[src/design/byte_vertical_delta_decoder_core_defines.svh]
// ----------------------------------------------------------------------------
// Byte-vertical delta decoder assertion macros
// Concurrent check wrappers, removed when SYNTHESIS is defined.
// ----------------------------------------------------------------------------
`ifndef BYTE_VERTICAL_DELTA_DECODER_CORE_DEFINES_SVH
`define BYTE_VERTICAL_DELTA_DECODER_CORE_DEFINES_SVH

`ifndef SYNTHESIS
`define BVD_ASSERT(lbl, prop) \
  lbl: assert property (@(posedge clk_i) disable iff (!rst_ni) prop) \
    else $error("bvd assertion failed");
`define BVD_ASSERT_RST(lbl, prop) \
  lbl: assert property (@(posedge clk_i) prop) \
    else $error("bvd reset assertion failed");
`else
`define BVD_ASSERT(lbl, prop)
`define BVD_ASSERT_RST(lbl, prop)
`endif

`endif

[src/design/bvd_pkg.sv]
// ----------------------------------------------------------------------------
// Byte-vertical delta decoder package
// Shared types, register indexes and helpers.
// ----------------------------------------------------------------------------
`default_nettype none

package bvd_pkg;

  localparam int unsigned CFG_IDX_W = 1;

  localparam logic [CFG_IDX_W-1:0] REG_XOR_MODE     = 1'b0;
  localparam logic [CFG_IDX_W-1:0] REG_FRAME_HEIGHT = 1'b1;

  localparam logic [15:0] FRAME_HEIGHT_RST = 16'd200;
  localparam logic [16:0] ROW_MAX          = 17'h1FFFF;
  localparam logic [8:0]  LEN_FULL         = 9'd256;

  typedef enum logic [2:0] {
    ST_IDLE      = 3'd0,
    ST_OPCODE    = 3'd1,
    ST_RUN_COUNT = 3'd2,
    ST_RUN_VALUE = 3'd3,
    ST_LITERAL   = 3'd4
  } bvd_state_e;

  typedef struct packed {
    logic [7:0] data_byte;
    logic       column_start;
    logic [2:0] plane_index;
    logic [7:0] column_index;
  } bvd_item_t;

  typedef struct packed {
    logic        kind;
    logic [2:0]  out_plane;
    logic [7:0]  out_column;
    logic [15:0] start_row;
    logic [8:0]  span_length;
    logic [7:0]  span_value;
    logic        combine_xor;
    logic        row_overflow;
  } bvd_result_t;

  typedef struct packed {
    logic        xor_mode;
    logic [15:0] frame_height;
  } bvd_cfg_t;

  // remainder by a small elaboration-time divisor, restoring compare/subtract
  function automatic logic [7:0] bvd_rem(input logic [7:0] val, input logic [8:0] dvs);
    logic [15:0] r;
    logic [15:0] sub;
    r = {8'd0, val};
    for (int k = 7; k >= 0; k--) begin
      sub = {7'd0, dvs} << k;
      if (r >= sub) begin
        r = r - sub;
      end
    end
    return r[7:0];
  endfunction

endpackage

`default_nettype wire

[src/design/bvd_if.sv]
// ----------------------------------------------------------------------------
// Byte-vertical delta decoder channels
// Input item, result item and register write channels.
// ----------------------------------------------------------------------------
`default_nettype none

interface bvd_in_if;
  logic       valid;
  logic       ready;
  logic [7:0] data_byte;
  logic       column_start;
  logic [2:0] plane_index;
  logic [7:0] column_index;

  modport source (output valid, data_byte, column_start, plane_index, column_index,
                  input ready);
  modport sink   (input valid, data_byte, column_start, plane_index, column_index,
                  output ready);
endinterface

interface bvd_out_if;
  logic        valid;
  logic        ready;
  logic        kind;
  logic [2:0]  out_plane;
  logic [7:0]  out_column;
  logic [15:0] start_row;
  logic [8:0]  span_length;
  logic [7:0]  span_value;
  logic        combine_xor;
  logic        row_overflow;

  modport source (output valid, kind, out_plane, out_column, start_row, span_length,
                  span_value, combine_xor, row_overflow, input ready);
  modport sink   (input valid, kind, out_plane, out_column, start_row, span_length,
                  span_value, combine_xor, row_overflow, output ready);
endinterface

interface bvd_cfg_if;
  logic        valid;
  logic        ready;
  logic [0:0]  reg_index;
  logic [15:0] wdata;

  modport source (output valid, reg_index, wdata, input ready);
  modport sink   (input valid, reg_index, wdata, output ready);
endinterface

`default_nettype wire

[src/design/bvd_in_stage.sv]
// ----------------------------------------------------------------------------
// Byte-vertical delta decoder input register
// Captures one input transfer and holds it until the parser takes it.
// ----------------------------------------------------------------------------
`default_nettype none

module bvd_in_stage (
  input  wire logic            clk_i,
  input  wire logic            rst_ni,
  bvd_in_if.sink               in_i,
  input  wire logic            advance_i,
  output bvd_pkg::bvd_item_t   item_o,
  output logic                 item_valid_o
);
  import bvd_pkg::*;

  logic      valid_q, valid_d;
  bvd_item_t item_q;
  logic      take;

  assign in_i.ready = !valid_q || advance_i;
  assign take       = in_i.valid && in_i.ready;

  always_comb begin
    valid_d = valid_q;
    if (take) begin
      valid_d = 1'b1;
    end else if (advance_i) begin
      valid_d = 1'b0;
    end
  end

  always_ff @(posedge clk_i or negedge rst_ni) begin
    if (!rst_ni) begin
      valid_q <= 1'b0;
    end else begin
      valid_q <= valid_d;
    end
  end

  always_ff @(posedge clk_i) begin
    if (take) begin
      item_q.data_byte    <= in_i.data_byte;
      item_q.column_start <= in_i.column_start;
      item_q.plane_index  <= in_i.plane_index;
      item_q.column_index <= in_i.column_index;
    end
  end

  assign item_o       = item_q;
  assign item_valid_o = valid_q;

endmodule

`default_nettype wire

[src/design/bvd_parser.sv]
// ----------------------------------------------------------------------------
// Byte-vertical delta decoder op parser
// Tracks the column's op stream and forms span results and stray results.
// ----------------------------------------------------------------------------
`default_nettype none

`include "byte_vertical_delta_decoder_core_defines.svh"

module bvd_parser #(
  parameter int unsigned MAX_PLANES  = 8,
  parameter int unsigned MAX_COLUMNS = 256
) (
  input  wire logic              clk_i,
  input  wire logic              rst_ni,
  input  wire logic              fire_i,
  input  wire bvd_pkg::bvd_item_t item_i,
  input  wire bvd_pkg::bvd_cfg_t  cfg_i,
  output bvd_pkg::bvd_result_t   res_o,
  output logic                   res_valid_o
);
  import bvd_pkg::*;

  bvd_state_e  state_q, state_d;
  logic [7:0]  ops_left_q, ops_left_d;
  logic [8:0]  bytes_left_q, bytes_left_d;
  logic [8:0]  run_count_q, run_count_d;
  logic [16:0] row_pos_q, row_pos_d;
  logic [2:0]  held_plane_q, held_plane_d;
  logic [7:0]  held_column_q, held_column_d;

  logic [7:0]  d;
  logic [7:0]  ops_dec;
  logic [8:0]  bytes_dec;
  logic [8:0]  adv_n;
  logic [17:0] row_sum;
  logic [16:0] row_adv;
  logic [8:0]  span_len;
  logic [17:0] span_end;

  assign d         = item_i.data_byte;
  assign ops_dec   = ops_left_q - 8'd1;
  assign bytes_dec = bytes_left_q - 9'd1;

  always_comb begin
    case (state_q)
      ST_OPCODE:    adv_n = {1'b0, d};
      ST_RUN_VALUE: adv_n = run_count_q;
      default:      adv_n = 9'd1;
    endcase
  end

  assign row_sum = {1'b0, row_pos_q} + {9'd0, adv_n};
  assign row_adv = row_sum[17] ? ROW_MAX : row_sum[16:0];

  // next state
  always_comb begin
    state_d       = state_q;
    ops_left_d    = ops_left_q;
    bytes_left_d  = bytes_left_q;
    run_count_d   = run_count_q;
    row_pos_d     = row_pos_q;
    held_plane_d  = held_plane_q;
    held_column_d = held_column_q;
    if (fire_i) begin
      if (item_i.column_start) begin
        held_plane_d  = 3'(bvd_rem({5'd0, item_i.plane_index}, 9'(MAX_PLANES)));
        held_column_d = bvd_rem(item_i.column_index, 9'(MAX_COLUMNS));
        ops_left_d    = d;
        row_pos_d     = '0;
        bytes_left_d  = '0;
        run_count_d   = '0;
        state_d       = (d != 8'd0) ? ST_OPCODE : ST_IDLE;
      end else begin
        case (state_q)
          ST_OPCODE: begin
            if (d == 8'd0) begin
              state_d = ST_RUN_COUNT;
            end else if (d[7]) begin
              bytes_left_d = (d[6:0] != 7'd0) ? {2'b00, d[6:0]} : LEN_FULL;
              state_d      = ST_LITERAL;
            end else begin
              row_pos_d  = row_adv;
              ops_left_d = ops_dec;
              state_d    = (ops_dec == 8'd0) ? ST_IDLE : ST_OPCODE;
            end
          end
          ST_RUN_COUNT: begin
            run_count_d = (d != 8'd0) ? {1'b0, d} : LEN_FULL;
            state_d     = ST_RUN_VALUE;
          end
          ST_RUN_VALUE: begin
            row_pos_d  = row_adv;
            ops_left_d = ops_dec;
            state_d    = (ops_dec == 8'd0) ? ST_IDLE : ST_OPCODE;
          end
          ST_LITERAL: begin
            row_pos_d    = row_adv;
            bytes_left_d = bytes_dec;
            if (bytes_dec == 9'd0) begin
              ops_left_d = ops_dec;
              state_d    = (ops_dec == 8'd0) ? ST_IDLE : ST_OPCODE;
            end
          end
          default: begin
            state_d = ST_IDLE;
          end
        endcase
      end
    end
  end

  assign span_len = (state_q == ST_RUN_VALUE) ? run_count_q : 9'd1;
  assign span_end = {1'b0, row_pos_q} + {9'd0, span_len};

  // result
  always_comb begin
    res_valid_o        = 1'b0;
    res_o.kind         = 1'b0;
    res_o.out_plane    = held_plane_q;
    res_o.out_column   = held_column_q;
    res_o.start_row    = row_pos_q[16] ? 16'hFFFF : row_pos_q[15:0];
    res_o.span_length  = span_len;
    res_o.span_value   = d;
    res_o.combine_xor  = cfg_i.xor_mode;
    res_o.row_overflow = span_end > {2'b00, cfg_i.frame_height};
    case (state_q)
      ST_OPCODE, ST_RUN_COUNT: begin
        res_valid_o = 1'b0;
      end
      ST_RUN_VALUE, ST_LITERAL: begin
        res_valid_o = fire_i && !item_i.column_start;
      end
      default: begin
        res_valid_o        = fire_i && !item_i.column_start;
        res_o.kind         = 1'b1;
        res_o.span_length  = 9'd0;
        res_o.combine_xor  = 1'b0;
        res_o.row_overflow = 1'b0;
      end
    endcase
  end

  always_ff @(posedge clk_i or negedge rst_ni) begin
    if (!rst_ni) begin
      state_q       <= ST_IDLE;
      ops_left_q    <= '0;
      bytes_left_q  <= '0;
      run_count_q   <= '0;
      row_pos_q     <= '0;
      held_plane_q  <= '0;
      held_column_q <= '0;
    end else begin
      state_q       <= state_d;
      ops_left_q    <= ops_left_d;
      bytes_left_q  <= bytes_left_d;
      run_count_q   <= run_count_d;
      row_pos_q     <= row_pos_d;
      held_plane_q  <= held_plane_d;
      held_column_q <= held_column_d;
    end
  end

  `BVD_ASSERT(a_literal_has_bytes, (state_q == ST_LITERAL) |-> (bytes_left_q != 9'd0))
  `BVD_ASSERT(a_busy_has_ops, (state_q != ST_IDLE) |-> (ops_left_q != 8'd0))
  `BVD_ASSERT(a_col_start_row0, (fire_i && item_i.column_start) |=> (row_pos_q == 17'd0))
  `BVD_ASSERT(a_result_on_fire, res_valid_o |-> fire_i)
  `BVD_ASSERT_RST(a_reset_idle, !rst_ni |=> (state_q == ST_IDLE))

endmodule

`default_nettype wire

[src/design/bvd_out_stage.sv]
// ----------------------------------------------------------------------------
// Byte-vertical delta decoder result register
// Holds one result until the receiver completes the transfer.
// ----------------------------------------------------------------------------
`default_nettype none

module bvd_out_stage (
  input  wire logic            clk_i,
  input  wire logic            rst_ni,
  input  wire bvd_pkg::bvd_result_t res_i,
  input  wire logic            res_valid_i,
  output logic                 slot_free_o,
  bvd_out_if.source            out_o
);
  import bvd_pkg::*;

  logic        valid_q, valid_d;
  bvd_result_t res_q;

  assign slot_free_o = !valid_q || out_o.ready;

  always_comb begin
    valid_d = valid_q;
    if (res_valid_i) begin
      valid_d = 1'b1;
    end else if (out_o.ready) begin
      valid_d = 1'b0;
    end
  end

  always_ff @(posedge clk_i or negedge rst_ni) begin
    if (!rst_ni) begin
      valid_q <= 1'b0;
    end else begin
      valid_q <= valid_d;
    end
  end

  always_ff @(posedge clk_i) begin
    if (res_valid_i) begin
      res_q <= res_i;
    end
  end

  assign out_o.valid        = valid_q;
  assign out_o.kind         = res_q.kind;
  assign out_o.out_plane    = res_q.out_plane;
  assign out_o.out_column   = res_q.out_column;
  assign out_o.start_row    = res_q.start_row;
  assign out_o.span_length  = res_q.span_length;
  assign out_o.span_value   = res_q.span_value;
  assign out_o.combine_xor  = res_q.combine_xor;
  assign out_o.row_overflow = res_q.row_overflow;

endmodule

`default_nettype wire

[src/design/byte_vertical_delta_decoder_core.sv]
// ----------------------------------------------------------------------------
// Byte-vertical delta decoder core
// Decodes a byte column's delta op stream into write spans.
// ----------------------------------------------------------------------------
// Usage:
//   in_i   : one delta byte per transfer, with column_start on the op-count
//            byte and the plane/column tags taken from that byte.
//   out_o  : one span (kind 0) per run value or literal byte, or one stray
//            record (kind 1) for a byte that arrives outside any column.
//            Op-count, opcode, skip and run-count bytes give no result.
//   cfg_i  : register writes, index 0 xor_mode, index 1 frame_height; always
//            ready; user writes only while the core is idle (not enforced).
// Each result passes the input register, then the result register.
// Throughput: one byte per cycle unless the receiver stalls; the parse
// state updates in a single pass.
// Reset clears the parser to idle, empties both registers and loads
// xor_mode 0, frame_height 200.
// A stalled receiver holds the result register; one more byte waits in the
// input register, then in_i.ready drops until the result is taken.
// ----------------------------------------------------------------------------
`default_nettype none

module byte_vertical_delta_decoder_core #(
  parameter int unsigned MAX_PLANES  = 8,
  parameter int unsigned MAX_COLUMNS = 256
) (
  input  wire logic  clk_i,
  input  wire logic  rst_ni,
  bvd_in_if.sink     in_i,
  bvd_out_if.source  out_o,
  bvd_cfg_if.sink    cfg_i
);
  import bvd_pkg::*;

  bvd_cfg_t    cfg_q;
  bvd_item_t   item;
  logic        item_valid;
  logic        slot_free;
  logic        fire;
  bvd_result_t res;
  logic        res_valid;

  assign cfg_i.ready = 1'b1;

  always_ff @(posedge clk_i or negedge rst_ni) begin
    if (!rst_ni) begin
      cfg_q.xor_mode     <= 1'b0;
      cfg_q.frame_height <= FRAME_HEIGHT_RST;
    end else if (cfg_i.valid) begin
      case (cfg_i.reg_index)
        REG_XOR_MODE:     cfg_q.xor_mode     <= cfg_i.wdata[0];
        REG_FRAME_HEIGHT: cfg_q.frame_height <= cfg_i.wdata;
        default:          cfg_q              <= cfg_q;
      endcase
    end
  end

  assign fire = item_valid && slot_free;

  bvd_in_stage u_in_stage (
    .clk_i        (clk_i),
    .rst_ni       (rst_ni),
    .in_i         (in_i),
    .advance_i    (fire),
    .item_o       (item),
    .item_valid_o (item_valid)
  );

  bvd_parser #(
    .MAX_PLANES  (MAX_PLANES),
    .MAX_COLUMNS (MAX_COLUMNS)
  ) u_parser (
    .clk_i       (clk_i),
    .rst_ni      (rst_ni),
    .fire_i      (fire),
    .item_i      (item),
    .cfg_i       (cfg_q),
    .res_o       (res),
    .res_valid_o (res_valid)
  );

  bvd_out_stage u_out_stage (
    .clk_i       (clk_i),
    .rst_ni      (rst_ni),
    .res_i       (res),
    .res_valid_i (res_valid),
    .slot_free_o (slot_free),
    .out_o       (out_o)
  );

endmodule

`default_nettype wire

[src/flat_wrapper.sv]
// flat-port wrapper written by rule: the top's interface ports become plain ports
module byte_vertical_delta_decoder_core_flat import bvd_pkg::*;
#(
  parameter int unsigned MAX_PLANES  = 8,
  parameter int unsigned MAX_COLUMNS = 256
)
  (clk_i, rst_ni, in_i_valid, in_i_data_byte, in_i_column_start, in_i_plane_index, in_i_column_index, in_i_ready, out_o_valid, out_o_kind, out_o_out_plane, out_o_out_column, out_o_start_row, out_o_span_length, out_o_span_value, out_o_combine_xor, out_o_row_overflow, out_o_ready, cfg_i_valid, cfg_i_reg_index, cfg_i_wdata, cfg_i_ready);
  bvd_in_if in_i_i ();
  bvd_out_if out_o_i ();
  bvd_cfg_if cfg_i_i ();
  input  wire logic clk_i;
  input  wire logic rst_ni;
  input wire logic [$bits(in_i_i.valid)-1:0] in_i_valid;
  input wire logic [$bits(in_i_i.data_byte)-1:0] in_i_data_byte;
  input wire logic [$bits(in_i_i.column_start)-1:0] in_i_column_start;
  input wire logic [$bits(in_i_i.plane_index)-1:0] in_i_plane_index;
  input wire logic [$bits(in_i_i.column_index)-1:0] in_i_column_index;
  output wire logic [$bits(in_i_i.ready)-1:0] in_i_ready;
  output wire logic [$bits(out_o_i.valid)-1:0] out_o_valid;
  output wire logic [$bits(out_o_i.kind)-1:0] out_o_kind;
  output wire logic [$bits(out_o_i.out_plane)-1:0] out_o_out_plane;
  output wire logic [$bits(out_o_i.out_column)-1:0] out_o_out_column;
  output wire logic [$bits(out_o_i.start_row)-1:0] out_o_start_row;
  output wire logic [$bits(out_o_i.span_length)-1:0] out_o_span_length;
  output wire logic [$bits(out_o_i.span_value)-1:0] out_o_span_value;
  output wire logic [$bits(out_o_i.combine_xor)-1:0] out_o_combine_xor;
  output wire logic [$bits(out_o_i.row_overflow)-1:0] out_o_row_overflow;
  input wire logic [$bits(out_o_i.ready)-1:0] out_o_ready;
  input wire logic [$bits(cfg_i_i.valid)-1:0] cfg_i_valid;
  input wire logic [$bits(cfg_i_i.reg_index)-1:0] cfg_i_reg_index;
  input wire logic [$bits(cfg_i_i.wdata)-1:0] cfg_i_wdata;
  output wire logic [$bits(cfg_i_i.ready)-1:0] cfg_i_ready;
  assign in_i_i.valid = in_i_valid;
  assign in_i_i.data_byte = in_i_data_byte;
  assign in_i_i.column_start = in_i_column_start;
  assign in_i_i.plane_index = in_i_plane_index;
  assign in_i_i.column_index = in_i_column_index;
  assign in_i_ready = in_i_i.ready;
  assign out_o_valid = out_o_i.valid;
  assign out_o_kind = out_o_i.kind;
  assign out_o_out_plane = out_o_i.out_plane;
  assign out_o_out_column = out_o_i.out_column;
  assign out_o_start_row = out_o_i.start_row;
  assign out_o_span_length = out_o_i.span_length;
  assign out_o_span_value = out_o_i.span_value;
  assign out_o_combine_xor = out_o_i.combine_xor;
  assign out_o_row_overflow = out_o_i.row_overflow;
  assign out_o_i.ready = out_o_ready;
  assign cfg_i_i.valid = cfg_i_valid;
  assign cfg_i_i.reg_index = cfg_i_reg_index;
  assign cfg_i_i.wdata = cfg_i_wdata;
  assign cfg_i_ready = cfg_i_i.ready;
  byte_vertical_delta_decoder_core #(.MAX_PLANES(MAX_PLANES), .MAX_COLUMNS(MAX_COLUMNS)) u_core (.clk_i(clk_i), .rst_ni(rst_ni), .in_i(in_i_i), .out_o(out_o_i), .cfg_i(cfg_i_i));
endmodule
[config.mk]
export PLATFORM = sky130hd
export DESIGN_NAME = byte_vertical_delta_decoder_core_flat
export DESIGN_NICKNAME = d
export VERILOG_FILES = /design/src/design/bvd_pkg.sv /design/src/design/bvd_if.sv /design/src/design/bvd_in_stage.sv /design/src/design/bvd_parser.sv /design/src/design/bvd_out_stage.sv /design/src/design/byte_vertical_delta_decoder_core.sv /design/src/flat_wrapper.sv
export VERILOG_INCLUDE_DIRS = /design/src /design/src/design
export SDC_FILE = /design/constraint.sdc
export NUM_CORES = 1
export LEC_CHECK = 0
export BUFFER_PORTS_ARGS = -buffer_cell sky130_fd_sc_hd__buf_2
export CORE_AREA = 2 2 236 122
export CTS_BUF_LIST = sky130_fd_sc_hd__clkbuf_8
export CTS_CLUSTER_SIZE = 25
export DETAILED_ROUTE_END_ITERATION = 16
export DIE_AREA = 0 0 238 124
export PLACE_DENSITY_LB_ADDON = 0.15
export SYNTH_ARGS = -nofsm -noshare
export SYNTH_HDL_FRONTEND = slang
export SYNTH_HIERARCHICAL = 1
export SYNTH_SLANG_ARGS = --single-unit
[constraint.sdc]
create_clock -name clk_i -period 9.9 [get_ports clk_i]
set_input_delay 0.495 -clock clk_i [delete_from_list [all_inputs] [get_ports clk_i]]
set_output_delay 0.495 -clock clk_i [all_outputs]
set_load 0.005 [all_outputs]
==> reports/metrics.cfg <==
[run_status]
status = finished clean

[finish]
multi_input_area_mm2 = 0.00358
layout-drive-gt1-share = 0.232
n_fill_cell = 2820
area_growth_pct = 14.9
stdcell_count = 1187
ff_latch_area_mm2 = 0.00392
layout.nets = 890

[synthesis]
synth_compound_area_frac = 0.159
yosys_register_bits = 143
synthesis.area_mm2 = 0.00787
synth_top_area_share = 0.256
yosys-top-cells-count = dfrtp_1 (73), nand2_1 (73), edfxtp_1 (67), nor2_1 (55), a21oi_1 (42)
synth-edff-count = 67
seq_area_frac_synth = 0.498
synth.largest_area_cell = edfxtp_1
synth_top_family_by_area = simple AND/OR/NAND/NOR gates
synth_xor_area_frac = 0.0278
avgSynthCellArea_um2 = 10.6
synth_nets = 816
syn-instance-count = 739
yosysUniqueCellTypes = 91
synth_flop_cell = dfrtp_1
yosys_warnings = 6
synthTopCellsByArea = edfxtp_1 (26%), dfrtp_1 (23%), ha_1 (5.2%), nand2_1 (3.5%), a21oi_1 (2.7%)
yosys.area_share.simple = 0.162
yosys.area_share.adder = 0.0630
async_flop_share = 0.531
synth_mux_area_frac = 0.0407

[pwr]
p_leak_nw = 3.88
ir_drop_uv = 74.6
power.density_mw_per_mm2 = 245

[die]
die_width_um = 238
fp.dieArea_mm2 = 0.0295
ioPinCount = 92
die_h_um = 124
rows = 43
fp.coreArea_mm2 = 0.0273
initial_utilization = 0.288

[setup_path]
crit_path_frequent_cell = a21oi_1
worst-setup-path-type = flip-flop to flip-flop
start_kind = flip-flop
crit_chain = and3b_1 > and2_1 > ha_1 > a21oi_1 > a21oi_1 > o22ai_1 > a21oi_1 > o32ai_1 > xor2_1 > ha_1 > and4_1 > a221oi_1 > o21ai_0 > a21oi_1 > o32ai_1
cp-end-kind = flip-flop
arrival_ns = 5.20
crit_fanout = 22
worst_path_max_delay_cell = dfrtp_1
required_ns = 10.13
critPathMaxStageDelay_ns = 0.89

[sta]
max_slew_margin = 0.125
tightest_slew_ns = 1.30
setup_viol = 0
min_period_ns = 4.98
holdWs_ns = 0.168
drv_slew = 0
skew_ns = 0.0137
period_share = 0.503
rsz0062_at_grt = no
fmax_mhz = 201
finalHoldViolCount = 0
setup_tns_ns = 0

[worst_hold_path]
hold_class = input pin to flip-flop

[cts]
cts_tree = yes
numCtsBuffers = 17
cts-root-buf = clkbuf_8
htreeDepth = 4
clock_path_buffers = 2
clkLatencyLatePin_ns = 0.49
cts_resized = 0
clock-sinks = 143
cts.clk_slew.worst_paths_ns = 0.10

[global_routing]
grt_first_pass_wirelength_um = 34400
first_global_vias = 5555
grt_max_degree = 43
grt.busiest_layer = met1
use_met3 = 0.0321
grt_use_total = 0.159
antenna_found_initial = 0
overflow = 0
met2_usage = 0.190
use_met1 = 0.267

[detailed_routing]
routed_via_density = 4.91
vias = 5834
antenna_left = 0
drt_first_pass_iters = 5
routed_wl_um = 22400
wl_per_cell_um = 18.9
drt_iter0_markers = 490
drc_errors = 0

[place]
gp_congestion = 0.823
io_buffers = 90
dp.final_hpwl_um = 16100
placed_cells = 1153

[flow_run]
maxCapViolCount = 0

power breakdown:
part	leakage (nW)	internal [mW]	switching [mW]	total, mW
Clock	0.220	0.239	0.280	0.518
Sequential	1.60	0.773	0.146	0.919
Combinational	2.06	0.313	0.467	0.780
Total	3.88	1.32	0.893	2.22
metrics by stage:
stage	instance area (µm²)	power, mW	utilization	worst slack [ns]
finish	9040	2.22	0.331	4.92
global route	9040	2.38	0.331	4.55
CTS	9040	2.24	0.331	4.95
detailed placement	8600	1.70	0.315	4.95
global placement	8600	1.70	0.315	5.10
floorplan	7870	1.45	-	4.55
repair_timing:
action / CTS / global route
hold buffers: 1 / 0
hold endpoints to repair: 31 / 0
buffers inserted: 0 / 0
critical path: cells and delay by family, from the launching register on:
family / cells / cell delay (ns)
simple gates: 3 / 1.09
fa+ha+maj: 2 / 0.50
xor+xnor: 1 / 0.19
flops: 1 / 0.89
compound gates: 9 / 2.06
cell usage in the layout, fill, tap and decap left out, types with 9 or more instances in the layout:
cell	n
a21o_1	10
and2_1	11
clkbuf_8	17
mux2_4	10
or2_2	18
ha_1	33
a21oi_1	42
nand2b_1	11
xnor2_1	16
edfxtp_1	67
buf_2	89
o21ai_0	36
nor3_1	9
nand3_1	13
nor2_1	55
dfrtp_1	73
xor2_1	9
nand2_1	73
inv_1	37
state kept, by name, summed over array words and instances (netlist names):
register,cells
u_core/u_out_stage/out_o.span_value,8
u_core/u_out_stage/out_o.valid,1
u_core/u_out_stage/out_o.row_overflow,1
u_core/u_parser/held_plane_q,3
u_core/u_out_stage/out_o.span_length,9
u_core/u_parser/run_count_q,9
u_core/u_out_stage/out_o.kind,1
u_core/cfg_q,17
u_core/u_parser/ops_left_q,8
u_core/u_out_stage/out_o.out_plane,3
u_core/u_parser/bytes_left_q,9
u_core/u_out_stage/out_o.start_row,16
u_core/u_parser/held_column_q,8
u_core/u_out_stage/out_o.combine_xor,1
u_core/u_parser/state_q,3
u_core/u_out_stage/out_o.out_column,8
u_core/u_in_stage/item_o,20
u_core/u_in_stage/item_valid_o,1
u_core/u_parser/row_pos_q,17
layer usage:
layer | up-vias | wire length (µm)
li1 | 2830 | -
met1 | 2822 | 13000
met2 | 166 | 7940
met3 | 16 | 1240
met4 | 0 | 230
met5 | - | 0
area by class of cell:
class                      count  share of cell area
tap                          360              0.0498
clock inverter                15              0.0213
multi-input combinational    512               0.395
sequential                   143               0.433
timing repair buffer          98              0.0570
antenna                        1            0.000277
inverter                      41              0.0170
clock buffer                  17              0.0259
final timing paths:
path	endpoint	start	slack (ns)	cells after the start
min in group asynchronous	u_core/u_parser/held_column_q[5]	rst_ni	0.51	2
hold / removal	u_core/u_in_stage/item_o[6]	in_i_column_index[6]	0.17	1
setup reg to reg	u_core/u_out_stage/out_o.row_overflow	u_core/u_parser/state_q[1]	4.92	15
setup / recovery	u_core/u_out_stage/out_o.row_overflow	u_core/u_parser/state_q[1]	4.92	15
hold reg to reg	u_core/u_parser/held_column_q[6]	u_core/u_in_stage/item_o[6]	0.45	2
max in group asynchronous	u_core/u_parser/row_pos_q[2]	rst_ni	8.37	3
cells by family after synthesis:
group	count (synthesis)
simple gates	240
compound gates	181
flops	143
buf+inv	84
fa+ha+maj	39
mux	26
xor+xnor	25
other cells	1
No activity file was read; power rests on OpenSTA's default activity.
